--- config.mk ---
export PLATFORM = sky130hd
export DESIGN_NAME = swiqm_front
export DESIGN_NICKNAME = d
export VERILOG_FILES = /design/src/rtl/swiqm_pkg.sv /design/src/rtl/swiqm_front.sv
export SDC_FILE = /design/constraint.sdc
export NUM_CORES = 1
export LEC_CHECK = 0
export BUFFER_PORTS_ARGS = -buffer_cell sky130_fd_sc_hd__buf_2
export CAP_MARGIN = 10
export CORE_MARGIN = 3
export CORE_UTILIZATION = 55
export CTS_CLUSTER_DIAMETER = 150
export DETAILED_ROUTE_END_ITERATION = 8
export GPL_ROUTABILITY_DRIVEN = 0
export PLACE_DENSITY = 0.84
export SKIP_LAST_GASP = 1
export SYNTH_ARGS = -nofsm -noshare
export SYNTH_HDL_FRONTEND = slang
export SYNTH_SLANG_ARGS = --single-unit
export TNS_END_PERCENT = 10
--- constraint.sdc ---
create_clock -name clk -period 5.1 [get_ports clk]
set_clock_uncertainty 0.1 [all_clocks]
set_input_delay 0 -clock clk [delete_from_list [all_inputs] [get_ports clk]]
set_output_delay 0 -clock clk [all_outputs]
set_load 0.01 [all_outputs]
--- src/rtl/swiqm_pkg.sv ---
// shared types and constants for the sliding window interquartile mean
package swiqm_pkg;

  // width of the window length register
  localparam int CFG_BITS = 6;

  // window length after reset
  localparam logic [CFG_BITS-1:0] RESET_WINDOW = 6'd8;

  // action codes of an input beat
  localparam logic ACT_INSERT = 1'b0;
  localparam logic ACT_CLEAR  = 1'b1;

  // command offered by the front queue to the back sequencer
  typedef struct packed {
    logic valid;
    logic clear;
  } cmd_t;

endpackage

--- src/rtl/swiqm_front.sv ---
// front part: accepts input beats, classifies them and queues them
module swiqm_front #(
  parameter int SAMPLE_BITS = 32
) (
  input  logic                          clk,
  input  logic                          rst,
  input  logic                          in_valid,
  output logic                          in_stall,
  input  logic                          action,
  input  logic signed [SAMPLE_BITS-1:0] sample,
  output swiqm_pkg::cmd_t               cmd,
  output logic signed [SAMPLE_BITS-1:0] cmd_sample,
  input  logic                          pop
);

  // two-entry queue storage
  logic signed [SAMPLE_BITS-1:0] q_sample [2];
  logic                          q_clear  [2];
  logic                          wr_ptr;
  logic                          rd_ptr;
  logic [1:0]                    used;
  logic                          push;
  logic                          take;

  assign in_stall = (used == 2'd2);
  assign push     = in_valid && !in_stall;
  assign take     = pop && (used != 2'd0);

  // head of the queue
  assign cmd.valid  = (used != 2'd0);
  assign cmd.clear  = q_clear[rd_ptr];
  assign cmd_sample = q_sample[rd_ptr];

  // queue pointers and fill level
  always_ff @(posedge clk) begin
    if (rst) begin
      wr_ptr <= 1'b0;
      rd_ptr <= 1'b0;
      used   <= 2'd0;
    end else begin
      if (push) begin
        wr_ptr <= !wr_ptr;
      end
      if (take) begin
        rd_ptr <= !rd_ptr;
      end
      case ({push, take})
        2'b10:   used <= used + 2'd1;
        2'b01:   used <= used - 2'd1;
        default: used <= used;
      endcase
    end
  end

  // queue payload, classified on the way in
  always_ff @(posedge clk) begin
    if (push) begin
      q_sample[wr_ptr] <= sample;
      q_clear[wr_ptr]  <= (action == swiqm_pkg::ACT_CLEAR);
    end
  end

endmodule

After elaboration in Yosys (flattened, before gate mapping)
Memory sizes are Yosys's and may differ from the RTL's. A register that Yosys moved wholly into a read port is not among the register bits. Index checks and enable logic that the tools add are counted.

Memories: 2. Output and inout bits: 35. Memory bits (writable): 66. Flip-flop bits (word level): 4. Input bits: 37. Logic and storage cells: 24.

Memory list: q_sample (words 2, width 32, read ports 1, clocked after Yosys merged registers in 1, write ports 1, RTL line swiqm_front.sv:17) `logic signed [SAMPLE_BITS-1:0] q_sample [2];`; q_clear (words 2, width 1, read ports 1, clocked after Yosys merged registers in 1, write ports 1, RTL line swiqm_front.sv:18) `logic q_clear [2];`.

Add/sub/neg operators: 2. Equal/unequal tests: 3. Reduce and logical (&&, ||, !) cells: 7. Muxes and demuxes: 7.

Operators with widths (number): 2-to-1 mux 1 bit (6); equality test 2 bit (second input constant) (2); one-hot mux 2 bit (2 select lines) (1); nonzero test 2 bit (2); zero test 1 bit (3); adder 2 x 1 -> 2 bit (second input constant) (1); equality test 2 x 1 -> 1 bit (second input constant) (1); logical AND 1 bit (2); subtractor 2 x 1 -> 2 bit (second input constant) (1).

Depth between registers and ports, before layout
Depth after elaboration: 5. Depth in mapped cells: 6. Depth with buffers taken out: 6.

Worst setup path before layout
OpenSTA, ideal clock, no wires.

Path type: register to register. From: register used[0]. To: memory q_clear[0] (enable). Path buffers: 0. Period minus slack after synthesis: 2057 ps. Required time: 4612 ps. Arrival time: 1569 ps. Stages on the path, launching flop included: 5. Setup time: 388 ps. Path slack: 3043 ps. Cells stage by stage: dfxtp_1 > nand2b_2 > inv_2 > or3_1 > inv_1.

Word-level cells in the longest chain between the ends: 5.

RTL lines: start, declared (RTL line swiqm_front.sv:21) `logic [1:0] used;`; start signal, assigned (RTL line swiqm_front.sv:48) `2'b10: used <= used + 2'd1;`; start signal, assigned (RTL line swiqm_front.sv:49) `2'b01: used <= used - 2'd1;`; start signal, assigned (RTL line swiqm_front.sv:50) `default: used <= used;`; equality test 2 bit (RTL line swiqm_front.sv:25) `assign in_stall = (used == 2'd2);`; named net in_stall (RTL line swiqm_front.sv:8) `output logic in_stall,`; zero test 1 bit (RTL line swiqm_front.sv:26) `assign push = in_valid && !in_stall;`; logical AND 1 bit (RTL line swiqm_front.sv:26); 2-to-1 mux 1 bit (RTL line swiqm_front.sv:57) `if (push) begin`; 2-to-1 mux 1 bit (not written as such) (RTL line swiqm_front.sv:59) `q_clear[wr_ptr] <= (action == swiqm_pkg::ACT_CLEAR);`; end, declared (RTL line swiqm_front.sv:18).

The timed path passes the listed nets, and every way through them passes these cells.

==> qor.csv <==
metric,value,unit
netlist.top_cell.by_area,edfxtp_1,
cts.sink_count,71,
path_max_fanout,18,
root_buffer,clkbuf_8,
worst-endpoint-required,5000,ps
cts_tree,done,
multiInputGateArea,487,µm²
drv_slew,0,
n_fill_cell,232,
num_vias,1515,
min_path_type,input pin to flop,
fp.dieW,74.7,µm
finalCriticalPeriod,2080,ps
final.setup.worst_slack,3020,ps
grt_max_degree,34,
wl,5.10,mm
pin_count,72,
synth_cells,129,
whs,171,ps
postSynth.asyncResetShare,0,
gr-total-overflow,0,
design.core.area,4440,µm²
cts_setup_buffers,0,
fmax,480,MHz
seq_area,2080,µm²
leakage,1.40,nW
slew_headroom,0.555,
path_class,flop to primary output,
ys_types,20,
synth-main-ff-cell,edfxtp_1,
ys_seq_area_frac,0.801,
worst-endpoint-arrival,1980,ps
diodes,0,
synth-edff-count,66,
netlist_top_cells_count,"66 x edfxtp_1, 18 x mux2_2, 15 x mux2_1",
power_density,469,nW/µm²
drv_cap,0,
wl_per_cell,16.8,µm
synthTopCellsByArea,"edfxtp_1 76%, mux2_2 7.8%, mux2_1 6.5%",
fin_crit_sh,0.409,
rows,24,
area_delta_synth_final,38.1,%
cp-start-kind,flop,
nNetsFinal,284,
die_y,74.7,µm
synth.most_common_cell,edfxtp_1,
fin_area,3590,µm²
syn_area,2600,µm²
drt_pass1_iterations,4,
synth_warnings,0,
worstSetupEndpointType,primary output,
start_util,0.585,
worstMarginPinSlew,667,ps
drtIter0Drc,58,
drive_above_1_share,0.430,
post_cts_resized,0,
synth_top_area_share,0.763,
ys_ff_latch,71,
setup_viol,0,
drc,0,
numCtsBuffers,9,
dp_slack,3230,ps
ir_drop,0.000337,V
die_area,5590,µm²
clock_latency,320,ps
syn-num-nets,167,
vias_per_cell,5.00,
grt_pass1_wl,7.69,mm
cts_buffer_depth,2,
antenna_found_initial,0,
h-tree-depth,3,
antenna_left,0,
grt_pass1_vias,1699,
dpl-instance-area,3020,µm²
dp.cells,251,
track_usage,0.198,
outcome,completed,
timing_hold_violations_final,0,
fin_cells,303,
setup_tns,0,ps
clk_pin_slew,70,ps
rsz0062_at_grt,false,
avgSynthCellArea,20.1,µm²
place_hpwl,3.01,mm
numPortBuffers,71,
==> stage by stage <==
step / power [mW] / util
2_1_floorplan: 1.04 / -
3_3_place_gp: 1.18 / 0.680
3_5_place_dp: 1.21 / 0.680
4_1_cts: 1.69 / 0.807
5_1_grt: 1.76 / 0.807
6_report: 1.68 / 0.807
==> cell usage in the layout, fill, tap and decap left out, types with 2 or more instances in the layout <==
master	Yosys	final
buf_2	3	71
mux2_1	15	15
a21oi_1	2	2
buf_4	0	3
dlygate4sd3_1	0	36
clkbuf_8	0	9
edfxtp_1	66	66
o21ai_0	2	2
mux2_2	18	18
bufinv_16	0	2
xnor2_1	2	2
inv_1	2	2
or3_1	2	2
clkbuf_1	1	3
clkinv_2	0	2
dfxtp_1	5	5
nor2_1	3	3
==> flip-flops by register name, summed over array words and instances, names as in the netlist, named ones only <==
name      cells
used          2
q_clear       2
rd_ptr        1
wr_ptr        1
q_sample     64
==> power by group <==
group | total, mW | internal [mW] | switching [mW] | leakage (nW)
combinational | 0.434 | 0.215 | 0.219 | 0.641
clock | 0.464 | 0.275 | 0.190 | 0.104
sequential | 0.784 | 0.738 | 0.0467 | 0.659
total | 1.68 | 1.23 | 0.455 | 1.40
==> path summary, 6_finish.rpt <==
| check | from | end | slack, ps | cells past startpoint |
|---|---|---|---|---|
| worst max-delay path | flop | cmd_sample[20] | 3020 | 3 |
| worst min-delay path | in_valid | used[0] | 170 | 5 |
| worst max register to register | used[0] | q_sample[0][21] | 3220 | 5 |
| worst min register to register | rd_ptr | rd_ptr | 440 | 2 |
==> critical path: stages, from the launching register on <==
cell	delay, ps
dfxtp_1	750
buf_4	380
mux2_1	370
buf_2	150
==> metal layers <==
metal / wire, µm / vias to the layer above / global-route usage
li1: - / 727 / -
met3: 242 / 2 / 0.0641
met4: 34 / 0 / 0.0771
met2: 2960 / 49 / 0.388
met1: 1860 / 737 / 0.188
met5: 0 / - / 0
==> layout make-up <==
type / count / share of cell area
Clock buffer: 12 / 0.0377
Sequential cell: 71 / 0.580
Tap cell: 52 / 0.0181
Clock inverter: 4 / 0.0195
Timing Repair Buffer: 110 / 0.206
Multi-Input combinational cell: 51 / 0.136
Inverter: 3 / 0.00314
==> cell families (layout without fill, tap and decap cells) <==
kind of cell	count (synthesis)	after routing	synth area share
xor+xnor	3	3	0.0101
fa+ha+maj	1	1	0.00481
buf+inv	7	129	0.0116
compound gates	5	5	0.0106
simple gates	9	9	0.0188
mux	33	33	0.143
flops	71	71	0.801
==> timing repair <==
item                                    CTS  global route
hold buffers                             36             0
endpoints found under the setup margin    0             0
endpoints found under the hold margin    71             0
Note: power is estimated with default switching activity, not from simulation.
